$ cat config.mk
export PLATFORM = sky130hd
export DESIGN_NAME = vertex_dedup_window_flat
export DESIGN_NICKNAME = d
export VERILOG_FILES = /design/src/rtl/core/vdw_pkg.sv /design/src/rtl/core/vdw_if.sv /design/src/rtl/core/vdw_cell.sv /design/src/rtl/core/vertex_dedup_window.sv /design/src/flat_wrapper.sv
export SDC_FILE = /design/constraint.sdc
export NUM_CORES = 2
export LEC_CHECK = 0
export CAP_MARGIN = 20
export CORE_UTILIZATION = 35
export DETAILED_ROUTE_END_ITERATION = 10
export DONT_BUFFER_PORTS = 1
export SYNTH_ARGS = -nofsm -noshare
export SYNTH_HDL_FRONTEND = slang
export SYNTH_SLANG_ARGS = --single-unit
$ cat constraint.sdc
create_clock -name clk -period 62.4 [get_ports clk]
set_clock_uncertainty 0.1 [all_clocks]
set_input_delay 6.24 -clock clk [delete_from_list [all_inputs] [get_ports clk]]
set_output_delay 6.24 -clock clk [all_outputs]
set_load 0.01 [all_outputs]
$ cat src/rtl/core/vdw_pkg.sv
// Package for the vertex dedup window: field widths and parameter defaults.
// No dependencies; compiled first.
`default_nettype none
package vdw_pkg;
	localparam int FIELD_BITS          = 24;
	localparam int MESH_BITS           = 8;
	localparam int VNUM_BITS           = 32;
	localparam int WINDOW_ENTRIES_DEF  = 16;
	localparam int INDEX_BITS_DEF      = 24;
endpackage
`default_nettype wire

$ cat src/rtl/core/vdw_if.sv
// Valid/ready channel interfaces for face corners in and vertex words out.
// Depends on vdw_pkg for field widths.
`default_nettype none
interface vdw_corner_if;
	import vdw_pkg::*;
	logic                  valid;
	logic                  ready;
	logic [FIELD_BITS-1:0] position_index;
	logic [FIELD_BITS-1:0] normal_index;
	logic [FIELD_BITS-1:0] texcoord_index;
	logic [MESH_BITS-1:0]  mesh_id;
	modport source (output valid, position_index, normal_index, texcoord_index, mesh_id,
		input ready);
	modport sink (input valid, position_index, normal_index, texcoord_index, mesh_id,
		output ready);
endinterface

interface vdw_vertex_if;
	import vdw_pkg::*;
	logic                  valid;
	logic                  ready;
	logic [VNUM_BITS-1:0]  vertex_number;
	logic                  is_new;
	logic [FIELD_BITS-1:0] out_position_index;
	logic [FIELD_BITS-1:0] out_normal_index;
	logic [FIELD_BITS-1:0] out_texcoord_index;
	logic [MESH_BITS-1:0]  out_mesh_id;
	modport source (output valid, vertex_number, is_new, out_position_index,
		out_normal_index, out_texcoord_index, out_mesh_id, input ready);
	modport sink (input valid, vertex_number, is_new, out_position_index,
		out_normal_index, out_texcoord_index, out_mesh_id, output ready);
endinterface
`default_nettype wire

$ cat src/rtl/core/vdw_cell.sv
// One window cell: holds a vertex triple, compares it against the broadcast key
// and hands its triple to the next older cell on a shift. Uses vdw_pkg.
`default_nettype none
module vdw_cell #(
	parameter int INDEX_BITS = vdw_pkg::INDEX_BITS_DEF
) (
	input  wire logic                    clk,
	input  wire logic                    shift,
	input  wire logic [3*INDEX_BITS-1:0] key,
	input  wire logic [3*INDEX_BITS-1:0] prev_entry,
	output logic      [3*INDEX_BITS-1:0] entry,
	output logic                         match
);
	import vdw_pkg::*;

	logic [3*INDEX_BITS-1:0] entry_q;

	always_ff @(posedge clk) begin
		if (shift) begin
			entry_q <= prev_entry;
		end
	end

	assign entry = entry_q;
	assign match = (entry_q == key);
endmodule
`default_nettype wire

$ cat src/rtl/core/vertex_dedup_window.sv
// Vertex dedup window: one face corner is accepted per clock when the output
// word is taken (or the output register is empty). The corner's triple is matched in the
// same cycle against a chain of WINDOW_ENTRIES cells, newest in cell 0; a miss
// shifts the triple into cell 0, drops the oldest and takes the next vertex
// number, a hit returns counter - 1 - age. Results go out through the output
// register; the window starts empty after reset, with no clearing pass.
// Depends on vdw_pkg, vdw_if and vdw_cell.
`default_nettype none
module vertex_dedup_window #(
	parameter int WINDOW_ENTRIES = vdw_pkg::WINDOW_ENTRIES_DEF,
	parameter int INDEX_BITS     = vdw_pkg::INDEX_BITS_DEF
) (
	input  wire logic   clk,
	input  wire logic   arst_n,
	vdw_corner_if.sink  corner,
	vdw_vertex_if.source vertex
);
	import vdw_pkg::*;

	localparam int AGE_W  = (WINDOW_ENTRIES > 1) ? $clog2(WINDOW_ENTRIES) : 1;
	localparam int FILL_W = $clog2(WINDOW_ENTRIES + 1);
	localparam int KEY_W  = 3 * INDEX_BITS;

	logic [INDEX_BITS-1:0] key_pos, key_nrm, key_tex;
	logic [KEY_W-1:0]      key;
	logic [KEY_W-1:0]      entries [WINDOW_ENTRIES];
	logic [WINDOW_ENTRIES-1:0] match_raw, match;
	logic                  hit;
	logic [AGE_W-1:0]      hit_age;
	logic                  accept, shift;
	logic [FILL_W-1:0]     fill_q;
	logic [VNUM_BITS-1:0]  counter_q;
	logic [VNUM_BITS-1:0]  vnum;

	logic                  out_valid_q;
	logic [VNUM_BITS-1:0]  vnum_q;
	logic                  is_new_q;
	logic [FIELD_BITS-1:0] pos_q, nrm_q, tex_q;
	logic [MESH_BITS-1:0]  mesh_q;

	assign key_pos = INDEX_BITS'(corner.position_index);
	assign key_nrm = INDEX_BITS'(corner.normal_index);
	assign key_tex = INDEX_BITS'(corner.texcoord_index);
	assign key     = {key_pos, key_nrm, key_tex};

	assign corner.ready = !out_valid_q || vertex.ready;
	assign accept       = corner.valid && corner.ready;
	assign shift        = accept && !hit;

	genvar gi;
	generate
		for (gi = 0; gi < WINDOW_ENTRIES; gi++) begin : g_cell
			vdw_cell #(.INDEX_BITS(INDEX_BITS)) u_cell (
				.clk        (clk),
				.shift      (shift),
				.key        (key),
				.prev_entry ((gi == 0) ? key : entries[(gi == 0) ? 0 : gi - 1]),
				.entry      (entries[gi]),
				.match      (match_raw[gi])
			);
			assign match[gi] = match_raw[gi] && (FILL_W'(gi) < fill_q);
		end
	endgenerate

	always_comb begin
		hit_age = '0;
		for (int i = WINDOW_ENTRIES - 1; i >= 0; i--) begin
			if (match[i]) begin
				hit_age = AGE_W'(i);
			end
		end
	end

	assign hit  = |match;
	assign vnum = hit ? (counter_q - VNUM_BITS'(1) - VNUM_BITS'(hit_age)) : counter_q;

	always_ff @(posedge clk or negedge arst_n) begin
		if (!arst_n) begin
			fill_q      <= '0;
			counter_q   <= '0;
			out_valid_q <= 1'b0;
		end else begin
			if (shift) begin
				counter_q <= counter_q + VNUM_BITS'(1);
				if (fill_q != FILL_W'(WINDOW_ENTRIES)) begin
					fill_q <= fill_q + FILL_W'(1);
				end
			end
			if (accept) begin
				out_valid_q <= 1'b1;
			end else if (vertex.ready) begin
				out_valid_q <= 1'b0;
			end
		end
	end

	always_ff @(posedge clk) begin
		if (accept) begin
			vnum_q   <= vnum;
			is_new_q <= !hit;
			pos_q    <= FIELD_BITS'(key_pos);
			nrm_q    <= FIELD_BITS'(key_nrm);
			tex_q    <= FIELD_BITS'(key_tex);
			mesh_q   <= corner.mesh_id;
		end
	end

	assign vertex.valid              = out_valid_q;
	assign vertex.vertex_number      = vnum_q;
	assign vertex.is_new             = is_new_q;
	assign vertex.out_position_index = pos_q;
	assign vertex.out_normal_index   = nrm_q;
	assign vertex.out_texcoord_index = tex_q;
	assign vertex.out_mesh_id        = mesh_q;
endmodule
`default_nettype wire
$ cat src/flat_wrapper.sv
// flat-port wrapper written by rule: the top's interface ports become plain ports
module vertex_dedup_window_flat import vdw_pkg::*;
#(
	parameter int WINDOW_ENTRIES = vdw_pkg::WINDOW_ENTRIES_DEF,
	parameter int INDEX_BITS     = vdw_pkg::INDEX_BITS_DEF
)
  (clk, arst_n, corner_valid, corner_position_index, corner_normal_index, corner_texcoord_index, corner_mesh_id, corner_ready, vertex_valid, vertex_vertex_number, vertex_is_new, vertex_out_position_index, vertex_out_normal_index, vertex_out_texcoord_index, vertex_out_mesh_id, vertex_ready);
  vdw_corner_if corner_i ();
  vdw_vertex_if vertex_i ();
  input  wire logic clk;
  input  wire logic arst_n;
  input wire logic [$bits(corner_i.valid)-1:0] corner_valid;
  input wire logic [$bits(corner_i.position_index)-1:0] corner_position_index;
  input wire logic [$bits(corner_i.normal_index)-1:0] corner_normal_index;
  input wire logic [$bits(corner_i.texcoord_index)-1:0] corner_texcoord_index;
  input wire logic [$bits(corner_i.mesh_id)-1:0] corner_mesh_id;
  output wire logic [$bits(corner_i.ready)-1:0] corner_ready;
  output wire logic [$bits(vertex_i.valid)-1:0] vertex_valid;
  output wire logic [$bits(vertex_i.vertex_number)-1:0] vertex_vertex_number;
  output wire logic [$bits(vertex_i.is_new)-1:0] vertex_is_new;
  output wire logic [$bits(vertex_i.out_position_index)-1:0] vertex_out_position_index;
  output wire logic [$bits(vertex_i.out_normal_index)-1:0] vertex_out_normal_index;
  output wire logic [$bits(vertex_i.out_texcoord_index)-1:0] vertex_out_texcoord_index;
  output wire logic [$bits(vertex_i.out_mesh_id)-1:0] vertex_out_mesh_id;
  input wire logic [$bits(vertex_i.ready)-1:0] vertex_ready;
  assign corner_i.valid = corner_valid;
  assign corner_i.position_index = corner_position_index;
  assign corner_i.normal_index = corner_normal_index;
  assign corner_i.texcoord_index = corner_texcoord_index;
  assign corner_i.mesh_id = corner_mesh_id;
  assign corner_ready = corner_i.ready;
  assign vertex_valid = vertex_i.valid;
  assign vertex_vertex_number = vertex_i.vertex_number;
  assign vertex_is_new = vertex_i.is_new;
  assign vertex_out_position_index = vertex_i.out_position_index;
  assign vertex_out_normal_index = vertex_i.out_normal_index;
  assign vertex_out_texcoord_index = vertex_i.out_texcoord_index;
  assign vertex_out_mesh_id = vertex_i.out_mesh_id;
  assign vertex_i.ready = vertex_ready;
  vertex_dedup_window #(.WINDOW_ENTRIES(WINDOW_ENTRIES), .INDEX_BITS(INDEX_BITS)) u_core (.clk(clk), .arst_n(arst_n), .corner(corner_i), .vertex(vertex_i));
endmodule
Yosys cells after proc, flatten, opt, wreduce, memory -nomap -nowiden
Cells that the tools add are included.

storage, ports and cells
  output and inout port bits = 115
  word-level logic and storage cells = 105
  input bits = 84
  register bits after elaboration = 1303

operators by class
  order comparisons = 16
  add/sub/neg operators = 4
  reduce and logical (&&, ||, !) cells = 24
  multiplexer cells = 19
  equality and inequality tests = 17

operators with widths
  kind                                                                          count
  72-bit equality test                                                          16
  4-bit two-way mux                                                             16
  4-bit by 5-bit less-than comparator with 1-bit output (first input constant)  8
  32-bit by 1-bit adder with 32-bit output (second input constant)              1
  32-bit two-way mux                                                            1
  32-bit by 1-bit subtractor with 32-bit output (second input constant)         1
  32-bit by 4-bit subtractor with 32-bit output                                 1
  3-bit by 5-bit less-than comparator with 1-bit output (first input constant)  4
  1-bit logical AND                                                             18
  16-bit OR reduction                                                           1
  1-bit by 5-bit less-than comparator with 1-bit output (first input constant)  2
  2-bit by 5-bit less-than comparator with 1-bit output (first input constant)  2
  5-bit by 1-bit adder with 5-bit output (second input constant)                1
  5-bit inequality test (second input constant)                                 1
  1-bit logical NOT                                                             2
  1-bit two-way mux                                                             2
  2-bit AND reduction                                                           1
  2-bit nonzero test                                                            1
  1-bit logical OR                                                              1

Depth between registers and ports, before layout
  depth in word-level cells = 20
  mapped depth = 19
  mapped depth without buffers = 17

Modules after synthesis
Synthesis repeated with hierarchy kept, for this count alone.

second synthesis, totals
  cells, all modules = 3152
  area, all modules = 53585.1 sq um

modules (own cells, without submodules)
  module               cells an instance  area an instance (sq um)  sequential area each (sq um)  instances
  vdw_cell             168                2947.8                    2162.1                        16
  vertex_dedup_window  464                6419.9                    4344.2                        1

Worst setup path after synthesis
No wires, ideal clock.

  path kind = in2reg
  from = in vertex_ready
  to = reg u_core.g_cell[0].u_cell.entry_q[0], enable pin
  data required time = 60.808 ns
  path buffers = 2
  setup time = 1.492 ns
  setup slack = 28.722 ns
  data arrival time = 32.086 ns
  cell stages on the path = 6
  path through = nand2b_1 > and2_1 > nand4_1 > buf_4 > buf_4 > inv_1

between the ends
  word-level cells in the longest chain between the ends = 3

RTL lines
  item                               line                       text
  start, declared                    flat_wrapper.sv:25         input wire logic [$bits(vertex_i.ready)-1:0] vertex_ready;
  1-bit logical OR                   vertex_dedup_window.sv:46  assign corner.ready = !out_valid_q || vertex.ready;
  1-bit logical AND                  vertex_dedup_window.sv:47  assign accept = corner.valid && corner.ready;
  via u_core.accept                  vertex_dedup_window.sv:30  logic accept, shift;
  1-bit logical AND                  vertex_dedup_window.sv:48  assign shift = accept && !hit;
  via u_core.g_cell[0].u_cell.shift  vdw_cell.sv:8              input wire logic shift,
  end signal, assigned               vdw_cell.sv:20             entry_q <= prev_entry;
  end, declared                      vdw_cell.sv:16             logic [3*INDEX_BITS-1:0] entry_q;

The timed path passes the listed nets, and every way through them passes these cells.
A chain may end at the register's enable or synchronous reset.

Worst setup path after layout
  from = in vertex_ready
  to = out corner_ready

between the ends
  word-level cells in the longest chain between the ends = 1

RTL lines
  item              line                       text
  1-bit logical OR  vertex_dedup_window.sv:46
  end, declared     flat_wrapper.sv:17         output wire logic [$bits(corner_i.ready)-1:0] corner_ready;

No other way between the ends.

==> results.toml <==
[synth]
netlist_instances = 3373
synth_enable_flop_cells = 1265
async_flop_share = 0.0292
synth_seq_area_share = 0.711
ys_types = 64
syn_avg_cell_area_sq_um = 16.2
synth_top_area_frac = 0.694
synth_common_cells = "1265 x edfxtp_1, 680 x xor2_1, 479 x xnor2_1, 209 x nor4_1, 161 x nand4_1"
synth_top_area_cell = "edfxtp_1"
yosys-top-cells-area = "edfxtp_1 69%, xor2_1 11%, xnor2_1 7.7%, nor4_1 2.4%, nand4_1 1.8%"
synth.most_common_cell = "edfxtp_1"
yosys_register_bits = 1303
yosysWarnings = 0
yosys_most_used_dff = "edfxtp_1"
netlist_area_sq_um = 54800
syn_nets = 3465

[critical_path]
cp_data_required_time_ps = 56060
crit_path_max_fanout = 3
cp.depth = 1
cpLargestDelayFamily = "simple AND/OR/NAND/NOR gates"
cp-start-kind = "input port"
critPathSlowestCell = "nand2b_1"
cp.arrival_ps = 6430
critPathCapture = "corner_ready"
r2r_end = "u_core.g_cell[15].u_cell.entry[17]"
timing.rr.start = "u_core.fill_q[2]"
end_kind = "output pin"
path_class = "in -> out"
r2r_slack_ps = 54650
ff2ff_path_depth = 11
crit_start = "vertex_ready"
cpPeakStageDelay_ps = 190
worst-path-buf-inv = 0
crit_chain = "nand2b_1"

[floorplan]
pin_count = 199
start_util = 0.354
die_height_um = 398
floorplan.rows = 144
dieArea_sq_um = 158000
dieWidth_um = 398
core_sq_um = 155000

[timing]
fin_hold_ws_ps = 339
setup_viol = 0
fin_tns_setup_ps = 0
max_freq_ghz = 0.0783
finalMaxSlewViolations = 0
maxSlewHeadroom = 0.196
rsz0062_at_grt = "false"
hold_violations = 0
tightest_slew_ps = 1210
post-route-period-util = 0.205
layout_min_cycle_time_ps = 12770

[drt]
ant_nets = 0
routedWlPerCell_um = 30.9
met3_length_um = 7820
drt_pass1_iterations = 6
highest_layer = "met4"
wirelength_um = 171000
wl_met1_um = 64400
dr_wl_met2_um = 87200
drt_iter0_drc = 2881
viasPerCell = 5.11
drc = 0
vias = 28207

[clock_network]
cts-buffers-inserted = 142
cts_hold_buf = 0
cts_tree = "built"
htree_levels = 4
clk_pin_slew_ps = 60
cts.sinks = 1303
clock_latency_ps = 790
post_cts.repair.setup_buffers = 0
clk_path_buf_depth = 3
cts_root_buf = "clkbuf_16"
cts_resized = 0

[finish]
area_growth_pct = 11.2
fin_cells = 5523
nets = 3462
layout-drive-gt1-share = 0.0676

[job]
maxCapViolCount = 0

[pwr]
power-per-cell-area_nw_per_um2 = 33.7
combPwrFrac = 0.079
peakVddDrop_v = 0.0000222
switchingPower_mw = 0.510
pwr-share-clk = 0.394
p_int_mw = 1.54
seqPwrFrac = 0.527
netSwitchingFraction = 0.249
power_leakage_nw = 19.7

[place]
gp_congestion = 0.995
portBuffers = 0
dp.cells = 5269
dp.final_hpwl_um = 128000

[grt]
grt_start_max_net_pins = 196
grt_pass1_vias = 28726
grt_pass1_wl_um = 230000
grt-ovfl-total = 0
gr-usage-all-layers = 0.214
grt_antenna_before_repair = 0

[min_path]
hold_path.class = "reg -> reg"

[run_status]
status = "complete, no violations"
layout make-up:
class | count | area (sq um)
Multi-Input combinational cell | 1850 | 14600
Timing Repair Buffer | 20 | 203
Fill cell | 14275 | 93700
Clock buffer | 181 | 3740
Inverter | 53 | 206
Clock inverter | 71 | 642
Sequential cell | 1303 | 38900
Tap cell | 2044 | 2560
Antenna cell | 1 | 2.50
logic make-up (layout without fill, tap and decap cells):
group,count (synthesis),after routing,share of synthesized area
flip-flops,1303,1303,0.711
XOR/XNOR,1159,1159,0.185
AND/OR/NAND/NOR,599,599,0.0661
buffers and inverters,220,325,0.0224
AO/OA/AOI/OAI,79,79,0.0120
adder cells (fa/ha/maj),8,8,0.00197
multiplexers,5,5,0.00103
other,0,1,0
layout by cell type (no fill, tap or decap), types with 28 or more instances in the layout:
master     netlist  routed
clkbuf_1        13      37
clkbuf_16        0     144
dfrtp_1         38      38
edfxtp_1      1265    1265
inv_1           53      52
nand2_1         30      30
nand2b_1        28      28
nand3_1         32      32
nand4_1        161     161
nor3_1          32      32
nor4_1         209     209
xnor2_1        479     479
xor2_1         680     680
worst min path at each step:
stage / from / endpoint / slack, ps / cells after the start
6_report: u_core.g_cell[13].u_cell.entry[35] / u_core.g_cell[14].u_cell.entry[35] / 340 / 0
2_1_floorplan: u_core.g_cell[9].u_cell.entry[14] / u_core.g_cell[10].u_cell.entry[14] / 330 / 0
3_3_place_gp: u_core.g_cell[9].u_cell.entry[46] / u_core.g_cell[10].u_cell.entry[46] / 340 / 0
4_1_cts: u_core.g_cell[13].u_cell.entry[35] / u_core.g_cell[14].u_cell.entry[35] / 330 / 0
3_5_place_dp: u_core.g_cell[11].u_cell.entry[39] / u_core.g_cell[12].u_cell.entry[39] / 350 / 0
5_1_grt: u_core.g_cell[6].u_cell.entry[68] / u_core.g_cell[7].u_cell.entry[68] / 360 / 0
metrics by stage:
step | setup WS, ps | total power [mW] | instance area (sq um) | utilization
after floorplan | 28720 | 1.24 | 54800 | -
final | 49630 | 2.05 | 60900 | 0.394
after CTS | 49620 | 2.06 | 60900 | 0.394
after global routing | 49620 | 2.10 | 60900 | 0.394
after global placement | 49540 | 1.26 | 56500 | 0.365
after detailed placement | 49460 | 1.26 | 56500 | 0.365
power groups by stage:
| stage | registers [mW] | clock network, mW | logic, mW |
|---|---|---|---|
| floorplan | 1.12 | 0 | 0.122 |
| global placement | 1.10 | 0 | 0.162 |
| detailed placement | 1.10 | 0 | 0.163 |
| CTS | 1.08 | 0.820 | 0.163 |
| global route | 1.08 | 0.849 | 0.171 |
| finish | 1.08 | 0.807 | 0.162 |
metal layers:
layer,vias up,GRT usage
met5,-,0
met3,338,0.0307
met1,14342,0.244
met4,0,0.134
met2,1055,0.377
li1,12472,-
state kept, by name (all words and copies together) (netlist names), 5 cells and up:
name and cells:
u_core.vertex.vertex_number 32, u_core.vertex.out_normal_index 24, u_core.fill_q 5, u_core.vertex.out_texcoord_index 24
u_core.vertex.out_position_index 24, u_core.g_cell.u_cell.entry 1152, u_core.counter_q 32, u_core.vertex.out_mesh_id 8
worst reg2reg max path, cell delays in order (launching register included):
cell and delay, ps:
dfrtp_1 650, nor3_2 900, a2111oi_0 280, and3_1 250
a22oi_1 590, and4_1 440, nand4_1 220, buf_4 360
inv_8 800, buf_12 830, buf_4 1160, buf_4 740
Note: power is estimated with default switching activity, not from simulation.
